### src/i2cmrs_pkg.sv
package i2cmrs_pkg;

  // Request queue geometry
  localparam int QUEUE_DEPTH = 8;
  localparam int QIDX_W      = $clog2(QUEUE_DEPTH);
  localparam int QCNT_W      = $clog2(QUEUE_DEPTH + 1);

  // Command queue between front and back
  localparam int CMDQ_DEPTH = 2;
  localparam int CMDQ_IDX_W = $clog2(CMDQ_DEPTH);
  localparam int CMDQ_CNT_W = $clog2(CMDQ_DEPTH + 1);

  localparam int STEP_W = 3;

  typedef enum logic [1:0] {
    OP_SUBMIT = 2'd0,
    OP_POLL   = 2'd1,
    OP_EVENT  = 2'd2,
    OP_BUSERR = 2'd3
  } op_t;

  typedef enum logic [2:0] {
    EV_START_SENT = 3'd0,
    EV_TX_MODE    = 3'd1,
    EV_BYTE_TXING = 3'd2,
    EV_BYTE_TXED  = 3'd3,
    EV_RX_MODE    = 3'd4,
    EV_BYTE_RXED  = 3'd5,
    EV_OTHER      = 3'd6
  } ev_t;

  typedef enum logic [2:0] {
    ACT_NONE      = 3'd0,
    ACT_START     = 3'd1,
    ACT_SEND      = 3'd2,
    ACT_NACK_STOP = 3'd3,
    ACT_STOP      = 3'd4,
    ACT_ACK_ON    = 3'd5,
    ACT_REINIT    = 3'd6
  } act_t;

  typedef enum logic [1:0] {
    ST_EMPTY   = 2'd0,
    ST_WORKING = 2'd1,
    ST_FINISH  = 2'd2,
    ST_ERROR   = 2'd3
  } xfer_state_t;

  localparam logic [1:0] STATUS_NONE     = 2'd0;
  localparam logic [1:0] STATUS_COMPLETE = 2'd1;
  localparam logic [1:0] STATUS_ERROR    = 2'd2;

  typedef struct packed {
    logic       is_read;
    logic [6:0] device;
    logic [7:0] reg_addr;
    logic [7:0] data;
  } req_t;

  typedef struct packed {
    op_t        op;
    req_t       req;
    ev_t        ev;
    logic [7:0] rx;
  } cmd_t;

endpackage

### src/i2c_master_request_sequencer.sv
// I2C master request sequencer: queues single-byte register reads and writes
// and walks each one through its bus sequence.
// Input channel (in_valid / in_stall): one item is a submit, a poll, a bus
// event or a bus error. Every item yields exactly one result item on the
// output channel (out_valid / out_stall) giving accept flag, bus action,
// byte to send, status and read byte.
// An accepted item passes through the command queue and the result register
// before out_valid rises. Throughput: one item per cycle while the output is
// not stalled; after a poll that starts a request the back end takes no item
// until the request is read out of the request RAM (registered read) into the
// current-request register.
// A two-entry command queue sits between the front end (accept, classify)
// and the back end (request FIFO, step sequencer, output register), so the
// front keeps taking items while a result waits in the output register.
// in_stall rises only when the command queue is full.
// Reset (rst_n low, synchronous): queues empty, transfer state empty,
// step zero, current request cleared to a write of zeros. No clearing pass.
// When out_stall is high the result holds; the back end stops, the command
// queue fills, and in_stall goes high after at most two more items.
module i2c_master_request_sequencer (
  input  logic       clk,
  input  logic       rst_n,
  input  logic       in_valid,
  output logic       in_stall,
  input  logic [1:0] in_operation,
  input  logic       in_is_read,
  input  logic [6:0] in_device_address,
  input  logic [7:0] in_register_address,
  input  logic [7:0] in_write_data,
  input  logic [2:0] in_event_code,
  input  logic [7:0] in_received_byte,
  output logic       out_valid,
  input  logic       out_stall,
  output logic       out_accepted,
  output logic [2:0] out_bus_action,
  output logic [7:0] out_action_byte,
  output logic [1:0] out_status,
  output logic [7:0] out_read_data
);
  import i2cmrs_pkg::*;

  logic cmd_valid;
  logic cmd_pop;
  cmd_t cmd;

  // front end: handshake, decode, command queue
  i2cmrs_front u_front (
    .clk                 (clk),
    .rst_n               (rst_n),
    .in_valid            (in_valid),
    .in_stall            (in_stall),
    .in_operation        (in_operation),
    .in_is_read          (in_is_read),
    .in_device_address   (in_device_address),
    .in_register_address (in_register_address),
    .in_write_data       (in_write_data),
    .in_event_code       (in_event_code),
    .in_received_byte    (in_received_byte),
    .cmd_valid           (cmd_valid),
    .cmd                 (cmd),
    .cmd_pop             (cmd_pop)
  );

  // back end: request FIFO, transfer state, step sequencer, result register
  i2cmrs_back u_back (
    .clk             (clk),
    .rst_n           (rst_n),
    .cmd_valid       (cmd_valid),
    .cmd             (cmd),
    .cmd_pop         (cmd_pop),
    .out_valid       (out_valid),
    .out_stall       (out_stall),
    .out_accepted    (out_accepted),
    .out_bus_action  (out_bus_action),
    .out_action_byte (out_action_byte),
    .out_status      (out_status),
    .out_read_data   (out_read_data)
  );

endmodule

### src/i2cmrs_ram.sv
module i2cmrs_ram #(
  parameter int WIDTH = 8,
  parameter int DEPTH = 8,
  localparam int AW   = $clog2(DEPTH)
) (
  input  logic             clk,
  input  logic             wr_en,
  input  logic [AW-1:0]    wr_addr,
  input  logic [WIDTH-1:0] wr_data,
  input  logic             rd_en,
  input  logic [AW-1:0]    rd_addr,
  output logic [WIDTH-1:0] rd_data
);

  logic [WIDTH-1:0] mem_r [DEPTH];
  logic [WIDTH-1:0] rd_data_r;

  always_ff @(posedge clk) begin
    if (wr_en) begin
      mem_r[wr_addr] <= wr_data;
    end
    if (rd_en) begin
      rd_data_r <= mem_r[rd_addr];
    end
  end

  assign rd_data = rd_data_r;

endmodule

### src/i2cmrs_front.sv
module i2cmrs_front (
  input  logic              clk,
  input  logic              rst_n,
  input  logic              in_valid,
  output logic              in_stall,
  input  logic [1:0]        in_operation,
  input  logic              in_is_read,
  input  logic [6:0]        in_device_address,
  input  logic [7:0]        in_register_address,
  input  logic [7:0]        in_write_data,
  input  logic [2:0]        in_event_code,
  input  logic [7:0]        in_received_byte,
  output logic              cmd_valid,
  output i2cmrs_pkg::cmd_t  cmd,
  input  logic              cmd_pop
);
  import i2cmrs_pkg::*;

  cmd_t                  cmd_q_r [CMDQ_DEPTH];
  logic [CMDQ_IDX_W-1:0] wptr_r, wptr_nxt;
  logic [CMDQ_IDX_W-1:0] rptr_r, rptr_nxt;
  logic [CMDQ_CNT_W-1:0] cnt_r, cnt_nxt;
  cmd_t                  cmd_in;
  logic                  push;

  // Classify: decode the operation, fold unknown event codes into "other"
  always_comb begin
    cmd_in.op           = op_t'(in_operation);
    cmd_in.req.is_read  = in_is_read;
    cmd_in.req.device   = in_device_address;
    cmd_in.req.reg_addr = in_register_address;
    cmd_in.req.data     = in_write_data;
    cmd_in.rx           = in_received_byte;
    case (in_event_code)
      EV_START_SENT: cmd_in.ev = EV_START_SENT;
      EV_TX_MODE:    cmd_in.ev = EV_TX_MODE;
      EV_BYTE_TXING: cmd_in.ev = EV_BYTE_TXING;
      EV_BYTE_TXED:  cmd_in.ev = EV_BYTE_TXED;
      EV_RX_MODE:    cmd_in.ev = EV_RX_MODE;
      EV_BYTE_RXED:  cmd_in.ev = EV_BYTE_RXED;
      default:       cmd_in.ev = EV_OTHER;
    endcase
  end

  assign in_stall  = (cnt_r == CMDQ_CNT_W'(CMDQ_DEPTH));
  assign push      = in_valid && !in_stall;
  assign cmd_valid = (cnt_r != '0);
  assign cmd       = cmd_q_r[rptr_r];

  always_comb begin
    wptr_nxt = push ? wptr_r + 1'b1 : wptr_r;
    rptr_nxt = cmd_pop ? rptr_r + 1'b1 : rptr_r;
    cnt_nxt  = cnt_r;
    if (push && !cmd_pop) begin
      cnt_nxt = cnt_r + 1'b1;
    end else if (!push && cmd_pop) begin
      cnt_nxt = cnt_r - 1'b1;
    end
  end

  always_ff @(posedge clk) begin
    if (!rst_n) begin
      wptr_r <= '0;
      rptr_r <= '0;
      cnt_r  <= '0;
    end else begin
      wptr_r <= wptr_nxt;
      rptr_r <= rptr_nxt;
      cnt_r  <= cnt_nxt;
    end
  end

  always_ff @(posedge clk) begin
    if (push) begin
      cmd_q_r[wptr_r] <= cmd_in;
    end
  end

endmodule

### src/i2cmrs_back.sv
module i2cmrs_back (
  input  logic              clk,
  input  logic              rst_n,
  input  logic              cmd_valid,
  input  i2cmrs_pkg::cmd_t  cmd,
  output logic              cmd_pop,
  output logic              out_valid,
  input  logic              out_stall,
  output logic              out_accepted,
  output logic [2:0]        out_bus_action,
  output logic [7:0]        out_action_byte,
  output logic [1:0]        out_status,
  output logic [7:0]        out_read_data
);
  import i2cmrs_pkg::*;

  logic [QIDX_W-1:0] head_r, head_nxt;
  logic [QIDX_W-1:0] tail_r, tail_nxt;
  logic [QCNT_W-1:0] count_r, count_nxt;
  xfer_state_t       state_r, state_nxt;
  logic [STEP_W-1:0] step_r, step_nxt;
  req_t              cur_r, cur_nxt;
  logic              load_pend_r, load_pend_nxt;

  logic              out_valid_r, out_valid_nxt;
  logic              out_accepted_r, out_accepted_nxt;
  act_t              out_action_r, out_action_nxt;
  logic [7:0]        out_byte_r, out_byte_nxt;
  logic [1:0]        out_status_r, out_status_nxt;
  logic [7:0]        out_rd_r, out_rd_nxt;

  logic              fire;
  logic              ram_wr_en, ram_rd_en;
  req_t              ram_rd_data;
  logic              res_accepted;
  act_t              res_action;
  logic [7:0]        res_byte;
  logic [1:0]        res_status;
  logic [7:0]        res_rd;
  logic [7:0]        addr_byte;

  i2cmrs_ram #(
    .WIDTH ($bits(req_t)),
    .DEPTH (QUEUE_DEPTH)
  ) u_req_ram (
    .clk     (clk),
    .wr_en   (ram_wr_en),
    .wr_addr (tail_r),
    .wr_data (cmd.req),
    .rd_en   (ram_rd_en),
    .rd_addr (head_r),
    .rd_data (ram_rd_data)
  );

  // A started request reaches cur_r through the RAM read register; hold off meanwhile.
  assign fire    = cmd_valid && !load_pend_r && (!out_valid_r || !out_stall);
  assign cmd_pop = fire;
  assign addr_byte = {cur_r.device, 1'b0};

  always_comb begin
    head_nxt      = head_r;
    tail_nxt      = tail_r;
    count_nxt     = count_r;
    state_nxt     = state_r;
    step_nxt      = step_r;
    cur_nxt       = load_pend_r ? ram_rd_data : cur_r;
    load_pend_nxt = 1'b0;
    ram_wr_en     = 1'b0;
    ram_rd_en     = 1'b0;
    res_accepted  = 1'b0;
    res_action    = ACT_NONE;
    res_byte      = '0;
    res_status    = STATUS_NONE;
    res_rd        = '0;

    if (fire) begin
      case (cmd.op)
        OP_SUBMIT: begin
          if (count_r < QCNT_W'(QUEUE_DEPTH)) begin
            ram_wr_en    = 1'b1;
            tail_nxt     = (tail_r == QIDX_W'(QUEUE_DEPTH - 1)) ? '0 : tail_r + 1'b1;
            count_nxt    = count_r + 1'b1;
            res_accepted = 1'b1;
          end
        end
        OP_POLL: begin
          if (count_r != '0) begin
            if (state_r == ST_EMPTY || state_r == ST_FINISH) begin
              ram_rd_en     = 1'b1;
              load_pend_nxt = 1'b1;
              head_nxt      = (head_r == QIDX_W'(QUEUE_DEPTH - 1)) ? '0 : head_r + 1'b1;
              count_nxt     = count_r - 1'b1;
              state_nxt     = ST_WORKING;
              step_nxt      = '0;
              res_action    = ACT_START;
            end else if (state_r == ST_ERROR) begin
              state_nxt  = ST_EMPTY;
              step_nxt   = '0;
              res_action = ACT_REINIT;
            end
          end
        end
        OP_EVENT: begin
          if (!cur_r.is_read) begin
            if (step_r == 3'd0 && cmd.ev == EV_START_SENT) begin
              step_nxt = 3'd1; res_action = ACT_SEND; res_byte = addr_byte;
            end else if (step_r == 3'd1 && cmd.ev == EV_TX_MODE) begin
              step_nxt = 3'd2; res_action = ACT_SEND; res_byte = cur_r.reg_addr;
            end else if (step_r == 3'd2 && cmd.ev == EV_BYTE_TXING) begin
              step_nxt = 3'd3; res_action = ACT_SEND; res_byte = cur_r.data;
            end else if (step_r == 3'd3 && cmd.ev == EV_BYTE_TXED) begin
              step_nxt   = '0;
              state_nxt  = ST_FINISH;
              res_action = ACT_STOP;
              res_status = STATUS_COMPLETE;
            end else if (cmd.ev != EV_BYTE_TXED) begin
              state_nxt  = ST_ERROR;
              step_nxt   = '0;
              res_status = STATUS_ERROR;
            end
          end else begin
            if (step_r == 3'd0 && cmd.ev == EV_START_SENT) begin
              step_nxt = 3'd1; res_action = ACT_SEND; res_byte = addr_byte;
            end else if (step_r == 3'd1 && cmd.ev == EV_TX_MODE) begin
              step_nxt = 3'd2; res_action = ACT_SEND; res_byte = cur_r.reg_addr;
            end else if (step_r == 3'd2 && cmd.ev == EV_BYTE_TXED) begin
              step_nxt = 3'd3; res_action = ACT_START;
            end else if (step_r == 3'd3 && cmd.ev == EV_START_SENT) begin
              step_nxt   = 3'd4;
              res_action = ACT_SEND;
              res_byte   = {cur_r.device, 1'b1};
            end else if (step_r == 3'd4 && cmd.ev == EV_RX_MODE) begin
              step_nxt = 3'd5; res_action = ACT_NACK_STOP;
            end else if (step_r == 3'd5 && cmd.ev == EV_BYTE_RXED) begin
              step_nxt   = '0;
              state_nxt  = ST_FINISH;
              res_action = ACT_ACK_ON;
              res_status = STATUS_COMPLETE;
              res_rd     = cmd.rx;
            end else if (cmd.ev != EV_BYTE_TXED) begin
              state_nxt  = ST_ERROR;
              step_nxt   = '0;
              res_status = STATUS_ERROR;
            end
          end
        end
        default: begin
          // bus error interrupt
          state_nxt  = ST_ERROR;
          step_nxt   = '0;
          res_status = STATUS_ERROR;
        end
      endcase
    end

    // output register
    out_valid_nxt    = fire ? 1'b1 : (out_stall ? out_valid_r : 1'b0);
    out_accepted_nxt = fire ? res_accepted : out_accepted_r;
    out_action_nxt   = fire ? res_action : out_action_r;
    out_byte_nxt     = fire ? res_byte : out_byte_r;
    out_status_nxt   = fire ? res_status : out_status_r;
    out_rd_nxt       = fire ? res_rd : out_rd_r;
  end

  always_ff @(posedge clk) begin
    if (!rst_n) begin
      head_r      <= '0;
      tail_r      <= '0;
      count_r     <= '0;
      state_r     <= ST_EMPTY;
      step_r      <= '0;
      cur_r       <= '0;
      load_pend_r <= 1'b0;
      out_valid_r <= 1'b0;
    end else begin
      head_r      <= head_nxt;
      tail_r      <= tail_nxt;
      count_r     <= count_nxt;
      state_r     <= state_nxt;
      step_r      <= step_nxt;
      cur_r       <= cur_nxt;
      load_pend_r <= load_pend_nxt;
      out_valid_r <= out_valid_nxt;
    end
  end

  always_ff @(posedge clk) begin
    out_accepted_r <= out_accepted_nxt;
    out_action_r   <= out_action_nxt;
    out_byte_r     <= out_byte_nxt;
    out_status_r   <= out_status_nxt;
    out_rd_r       <= out_rd_nxt;
  end

  assign out_valid       = out_valid_r;
  assign out_accepted    = out_accepted_r;
  assign out_bus_action  = out_action_r;
  assign out_action_byte = out_byte_r;
  assign out_status      = out_status_r;
  assign out_read_data   = out_rd_r;

endmodule

### config.mk
export PLATFORM = sky130hd
export DESIGN_NAME = i2c_master_request_sequencer
export DESIGN_NICKNAME = d
export VERILOG_FILES = /design/src/i2cmrs_pkg.sv /design/src/i2c_master_request_sequencer.sv /design/src/i2cmrs_ram.sv /design/src/i2cmrs_front.sv /design/src/i2cmrs_back.sv
export SDC_FILE = /design/constraint.sdc
export NUM_CORES = 1
export LEC_CHECK = 0
export ABC_AREA = 1
export ABC_CLOCK_PERIOD_IN_PS = 5650
export BUFFER_PORTS_ARGS = -buffer_cell sky130_fd_sc_hd__buf_2
export CAP_MARGIN = 20
export CORE_MARGIN = 3
export CORE_UTILIZATION = 65
export DETAILED_ROUTE_END_ITERATION = 16
export MAX_ROUTING_LAYER = met4
export PLACE_DENSITY = 0.84
export SLEW_MARGIN = 0
export SYNTH_ARGS = -nofsm -noshare
export SYNTH_HDL_FRONTEND = slang
export SYNTH_SLANG_ARGS = --single-unit
### constraint.sdc
create_clock -name clk -period 5.65 [get_ports clk]
set_input_delay 1.13 -clock clk [delete_from_list [all_inputs] [get_ports clk]]
set_output_delay 1.13 -clock clk [all_outputs]
set_load 0.02 [all_outputs]
==> results of run 1 <==
==> cell families (layout without fill, tap and decap cells) <==
kind of cell | Yosys count | after routing
AND/OR/NAND/NOR | 450 | 450
AO/OA/AOI/OAI | 249 | 249
adder cells (fa/ha/maj) | 12 | 12
buffers and inverters | 111 | 201
flip-flops | 358 | 358
XOR/XNOR | 2 | 2
==> Yosys cell counts (all sizes together) <==
cell     number
a21boi        1
a21oi        43
a221oi        1
a22o          4
a22oi         1
a31oi        24
buf          13
clkbuf       44
dfxtp        46
edfxtp      312
fa            1
ha           11
inv          54
nand2       160
nand3        22
nand3b        1
nand4        11
nor2        252
nor3          2
o211a         1
o211ai        1
o21ai       144
o22ai        27
o2bb2ai       1
o31ai         1
or2           2
xnor2         1
xor2          1
==> worst max-delay path by stage <==
stage | slack, ps | cells after the start | endpoint
floorplan | 2020 | 9 | u_back.u_req_ram.mem_r[1][0]
global placement | 1840 | 11 | u_back.u_req_ram.mem_r[7][22]
detailed placement | 2020 | 12 | u_back.u_req_ram.mem_r[7][15]
CTS | 2130 | 11 | u_back.head_r[2]
global route | 2000 | 11 | u_back.u_req_ram.mem_r[7][6]
finish | 2230 | 11 | u_back.u_req_ram.mem_r[7][6]
==> power by group through the flow <==
stage	sequential (mW)	clock, mW	combinational, mW
after CTS	3.54	2.27	1.77
after floorplan	3.65	0	1.12
final	3.54	2.24	1.80
after global placement	3.58	0	1.64
after global routing	3.56	2.37	1.97
after detailed placement	3.59	0	1.74
==> through the flow <==
| stage | setup slack [ps] | hold slack [ps] | util, % | cell area (µm²) | cells |
|---|---|---|---|---|---|
| after floorplan | 2020 | 422 | - | 14200 | 1182 |
| after global placement | 1840 | 435 | 69.6 | 14800 | 1480 |
| after detailed placement | 2020 | 450 | 69.8 | 14900 | 1483 |
| after CTS | 2130 | 463 | 75.1 | 16000 | 1546 |
| after global routing | 2000 | 485 | 75.2 | 16000 | 1547 |
| final | 2230 | 462 | 75.2 | 16000 | 1547 |
==> worst min-delay path: stages, from the launching register on <==
cell	delay [ps]
dfxtp_1	300
inv_1	60
a21oi_1	60
==> flip-flops by register name, indices dropped and copies added (netlist names), 3 cells and up, named ones only <==
| signal | count |
|---|---|
| u_back.cur_r | 17 |
| u_back.addr_byte | 7 |
| u_back.out_bus_action | 3 |
| u_back.out_action_byte | 8 |
| u_back.tail_r | 3 |
| u_back.step_r | 3 |
| u_back.u_req_ram.mem_r | 192 |
| u_front.cmd_q_r | 74 |
| u_back.head_r | 3 |
| u_back.out_read_data | 8 |
| u_back.u_req_ram.rd_data | 24 |
| u_back.count_r | 4 |
==> cell type report <==
type	count	area (µm²)	share of cell area (%)
multi-input cells	713	3530	22.1
inverters	54	203	1.27
clock buffers	55	1040	6.53
repair buffers	84	510	3.19
well taps	275	344	2.15
flip-flops and latches	358	10300	64.3
clock inverters	8	77.6	0.485
==> per-layer routing <==
metal / GRT usage [%] / vias to the layer above
li1: - / 4303
met1: 34.4 / 4444
met2: 40.1 / 538
met3: 4.00 / 75
met4: 10.0 / 0
met5: - / -
==> metrics.txt, run 1 <==
layout cells sized above 1=between 10% and 20%; Core ar.=between 0.02 and 0.025 mm²; reg-to-reg endpoint=u_back.u_req_ram.mem_r[7][6]; fmax=roughly 0.3 GHz; switch share=a little under a third; Synth warnings=0; r2r worst-path depth=11; H-tree levels=2; DRT Pass-1 Iters=5; area grow syn2layout=12.5%; Reg clk slew, reported paths=60 ps; drt wl/cell=a little under 20 µm; Leak Pwr=slightly below 6 nW; Adder-Cell Fraction of Synth Area=under 10%; DIE WIDTH=between 150 and 200 µm; remaining global-route overflow=0; fraction of the mapped netlist area in compound gates=9.60%; Hold Path Depth=2; initial antenna violation count=0; Flop pwr share=~47%; Net Sw Power=~2.4 mW; GRT Util Overall=around a quarter; Final setup violation count=0; XOR/XNOR Fraction of Synth Area=0.123%; met3 wire length=approximately 2900 µm; Seq/Total Area, Yosys=between 70% and 80%; syn nets=about 1200; Final Max Slew Viols=0; syn avg cell area=12.0 µm²; P per Cell Area=474 mW/mm²; CTS Buf Count=35; hold endpoint=u_back.cur_r[7]; main combinational cell family by area after synthesis=simple AND/OR/NAND/NOR gates; largest net degree at the start of global routing=98; critical path type=reg2reg; wl on met1=11600 µm; worst-path fanout max=32; crit path from=u_back.load_pend_r; Clock power frac=between 20 and 30%; min cycle time layout=3420 ps; Hold Vio Cnt, Final=0; Root Buffer=clkbuf_16; vias in the first global route=slightly below 9000; Slew @ Worst Pin=between 900 and 1000 ps; DR iter-0 viols=1245; setup TNS=0 ps; Max Used Layer=met4; Initial Utilization=roughly two thirds; I/O pin cnt=65; area of the mapped netlist=0.0142 mm²; post-synthesis mux area share=0%; fin crit share=between 60 and 70%; slew margin rel.=38.7%; Die ar.=0.0237 mm²; vias after detailed routing=around 9400; global-route wire length before repair=approximately 47000 µm; CP arrival=approximately 3700 ps; synth unique cells=45; Clock Tree Buf Depth=3; Comb pwr share=between 20% and 30%; status=completed; HP Start=u_back.cur_r[7]; share of the synthesized area in the top cell type=between 60% and 70%; skew final=roughly 25 ps; Syn Inst Count=1182; drt total wl=approximately 30000 µm; Critical path buffers and inverters=6; number of synthesized register bits=around 360; CP required=roughly 5900 ps; max incr delay on CP=480 ps; WL met2=14600 µm; Filler cells=between 1000 and 1500; CP delay by family, top=buffers and inverters; Remaining DRCs=0; worst skew pair latency=roughly 530 ps; clk sinks=358; total power=about 7.6 mW; worst r2r src=u_back.load_pend_r; Post-DP HPWL=approximately 18000 µm; antenna viol nets, final=0; simple-gate share of the synthesized area=a little over an eighth; RSZ-0062 raised after global routing=no; DR vias/cell=a little over 6; Cell Rows=between 50 and 60; Yosys top cell by area=edfxtp_1; Worst Hold Class=reg2reg; Worst R2R Setup Slack=2230 ps; crit path launch type=flop; nets@finish=1299; Critical Path End Type=flop; hold_buf cts=0; most common cell after layout, fill and taps aside=edfxtp_1; # resized after CTS=0; Die H=around 150 µm; crit path cell chain=inv_2 -> o21ai_2 -> nor2_4 -> buf_4 -> inv_2 -> nor2_1 -> inv_1 -> nor2_1 -> inv_1 -> nor2_2 -> buf_8; port bufs=64; maximum VDD drop=between 0.3 and 0.4 mV; Max-Cap Viols=0; Pint=a little over 5 mW; top cells by area, synth=edfxtp_1, dfxtp_1, nor2_1, o21ai_0, nand2_1; commonest cells after routing, fill and taps aside=edfxtp_1, nor2_1, o21ai_0; Setup Fix Bufs, Post-CTS=0; Final GP Congestion=around 0.95; TritonCTS clock tree=yes; Antenna Cells=0; slowest stage cell, crit path=dfxtp_1
(Power assumes the default switching activity.)
==> run 2, diff against run 1 <==
--- a/config.mk
+++ b/config.mk
@@ -5,15 +5,15 @@
 export SDC_FILE = /design/constraint.sdc
 export NUM_CORES = 1
 export LEC_CHECK = 0
-export ABC_AREA = 1
-export ABC_CLOCK_PERIOD_IN_PS = 5650
+export ABC_AREA = 0
+export ABC_CLOCK_PERIOD_IN_PS = 2790
 export BUFFER_PORTS_ARGS = -buffer_cell sky130_fd_sc_hd__buf_2
 export CAP_MARGIN = 20
 export CORE_MARGIN = 3
-export CORE_UTILIZATION = 65
+export CORE_UTILIZATION = 55
 export DETAILED_ROUTE_END_ITERATION = 16
 export MAX_ROUTING_LAYER = met4
-export PLACE_DENSITY = 0.84
+export PLACE_DENSITY = 0.75
 export SLEW_MARGIN = 0
 export SYNTH_ARGS = -nofsm -noshare
 export SYNTH_HDL_FRONTEND = slang
==> constraint.sdc (replaced) <==
create_clock -name clk -period 2.79 [get_ports clk]
set_input_delay 0.558 -clock clk [delete_from_list [all_inputs] [get_ports clk]]
set_output_delay 0.558 -clock clk [all_outputs]
set_load 0.02 [all_outputs]
==> run 2 against run 1 <==
Compared with the run above:
- hold slack worse by 230 ps
- non-clock buffer count is 5 higher
- clock-buffer cell count is 7 lower
- sequential power is 95% higher
- sequential share of layout area is 0.82 points lower
- critical path type unchanged
==> metrics.txt, run 2 <==
Post-DP HPWL=16500 µm (-8.4%); nets@finish=926 (-29%); fin cells=1223 (-21%); Flop pwr share=50.4% (+3.7 points); Leak Pwr=5.27 nW (-10%); critical path type=reg2reg; TritonCTS clock tree=yes; commonest cells after routing, fill and taps aside=edfxtp_1, buf_2, nor2_1, mux2_2, mux4_2; clk sinks=358 (unchanged); worst-path fanout max=25 (-22%); Synth warnings=0 (unchanged); port bufs=64 (unchanged); hold_buf cts=0 (unchanged); Filler cells=1612 (+33%); Final GP Congestion=0.884 (-6.6%); CP arrival=2770 ps (-880 ps); Comb pwr share=17.1% (-6.6 points); slew margin rel.=56.7% (+18 points); top post-synthesis cells by count=edfxtp_1, nor2_1, mux2_2; min cycle time layout=2430 ps (-996 ps); status=completed; CTS Buf Count=36 (+2.9%); Critical Path End Type=flop; Clock power frac=32.5% (+2.9 points); initial antenna violation count=0 (unchanged); number of synthesized register bits=358 (unchanged); RSZ-0062 raised after global routing=no; # resized after CTS=0 (unchanged); Reg clk slew, reported paths=60 ps (about the same); Die ar.=0.0275 mm² (+16%); DRT Pass-1 Iters=7 (+2); Slew @ Worst Pin=643 ps (-276 ps); largest net degree at the start of global routing=52 (-47%); GRT Util Overall=20.6% (-5.0 points); most common cell after layout, fill and taps aside=edfxtp_1; fin crit share=87.1% (+26 points); vias after detailed routing=7231 (-23%); Final setup violation count=0 (unchanged); worst skew pair latency=510 ps (-20 ps); Seq/Total Area, Yosys=73.1% (+0.82 points); Root Buffer=clkbuf_16; placed cells=1159 (-22%); DIE WIDTH=166 µm (+7.8%); crit path launch type=flop; Syn Inst Count=781 (-34%); I/O pin cnt=65 (unchanged); Final Max Slew Viols=0 (unchanged); Hold Vio Cnt, Final=0 (unchanged); Core ar.=0.0247 mm² (+16%); maximum VDD drop=0.645 mV (+95%); area grow syn2layout=15.3%; number of flip-flops in the largest register=192 (unchanged); share of the synthesized area in the top cell type=66.6% (+0.75 points); Cell Rows=57 (+7.5%); top cells by area, synth=edfxtp_1, mux4_2, dfxtp_1, mux2_2, mux2i_1; area of the mapped netlist=0.0141 mm² (-1.1%); syn nets=834 (-32%); global-route wire length before repair=42900 µm (-7.8%); P per Cell Area=847 mW/mm² (+79%); synth unique cells=71 (+58%); Reg with most FFs=u_back.u_req_ram.mem_r; Antenna Cells=0 (unchanged); syn avg cell area=18.0 µm² (+50%); final hold slack=233 ps (-229 ps); fmax=0.412 GHz (+41%); drt wl/cell=22.3 µm (+16%); vias in the first global route=7512 (-16%); Pint=10.1 mW (+95%); cell with the most instances after synthesis=edfxtp_1; Max-Cap Viols=0 (unchanged); antenna viol nets, final=0 (unchanged); drt total wl=27300 µm (-8.7%); Initial Utilization=56.9% (-10 points); skew final=13.0 ps (-12.0 ps); Post-synth EDFFs=312 (unchanged); Post-synth ARST share=0% (unchanged); Top FF cell, synth=edfxtp_1; fin util=65.5% (-9.6 points); DR vias/cell=5.91 (-2.3%); switch share=26.1% (-5.3 points); layout cells sized above 1=30.0% (+15 points); Yosys top cell by area=edfxtp_1; Remaining DRCs=0 (unchanged); CP required=3130 ps (-2740 ps); Net Sw Power=3.59 mW (+51%); Clock Tree Buf Depth=3 (unchanged); remaining global-route overflow=0 (unchanged); Worst Hold Class=in2reg; Setup Fix Bufs, Post-CTS=0 (unchanged); Die H=166 µm (+7.8%); H-tree levels=2 (unchanged); DR iter-0 viols=608 (-51%)
run 2: path summary, 6_finish.rpt:
| path | startpoint | endpoint | slack, ps | depth (start not counted) |
|---|---|---|---|---|
| max | flop | u_back.out_action_byte[0] | 360 | 6 |
| min | in_register_address[6] | u_front.cmd_q_r[1][25] | 230 | 1 |
| max reg2reg | flop | u_back.out_action_byte[0] | 360 | 6 |
| min reg2reg | u_back.u_req_ram.rd_data[3] | u_back.cur_r[3] | 490 | 2 |
run 2: through the flow:
step	worst slack, ps	TNS (ps)	instance area, µm²	total power [mW]
global placement	468	0	15100	9.27
CTS	364	0	16200	13.9
finish	361	0	16200	13.7
global route	205	0	16200	14.3
detailed placement	368	0	15100	9.40
floorplan	-133	-10830	14200	8.63
run 2: cells by family (layout without fill, tap and decap cells):
logic type      count (synthesis)  in the layout  share of synthesized area, %
buf+inv                        49            167                          1.49
xor+xnor                        8              8                         0.498
compound gates                 75             75                          3.66
fa+ha+maj                      12             12                          1.12
mux                           141            141                          14.8
flops                         358            358                          73.1
simple gates                  138            138                          5.26
run 2: cell type report:
type | count | area [µm²] | area share, %
Sequential cell | 358 | 10300 | 63.5
Inverter | 14 | 52.6 | 0.324
Tap cell | 324 | 405 | 2.50
Clock inverter | 16 | 115 | 0.710
Timing Repair Buffer | 89 | 658 | 4.06
Clock buffer | 48 | 988 | 6.09
Multi-Input combinational cell | 374 | 3700 | 22.8
run 2: power by group through the flow:
| stage | Clock [mW] | Sequential (mW) | Combinational [mW] |
|---|---|---|---|
| after global routing | 4.78 | 6.96 | 2.57 |
| after floorplan | 0 | 7.14 | 1.49 |
| after CTS | 4.55 | 6.92 | 2.38 |
| final | 4.46 | 6.92 | 2.35 |
| after detailed placement | 0 | 7.03 | 2.37 |
| after global placement | 0 | 6.99 | 2.28 |
run 2: layer usage:
layer  wire length [µm]  track usage [%]
met3               1370             3.33
met5                  0                -
met1              11500             27.1
met4                745             6.58
met2              13700             33.5
run 2: worst max-delay path: stages, from the launching register on:
cell	delay, ps
dfxtp_4	410
buf_4	340
mux2i_4	430
nand2b_2	160
nor3_2	520
nand2_1	140
a31oi_1	240
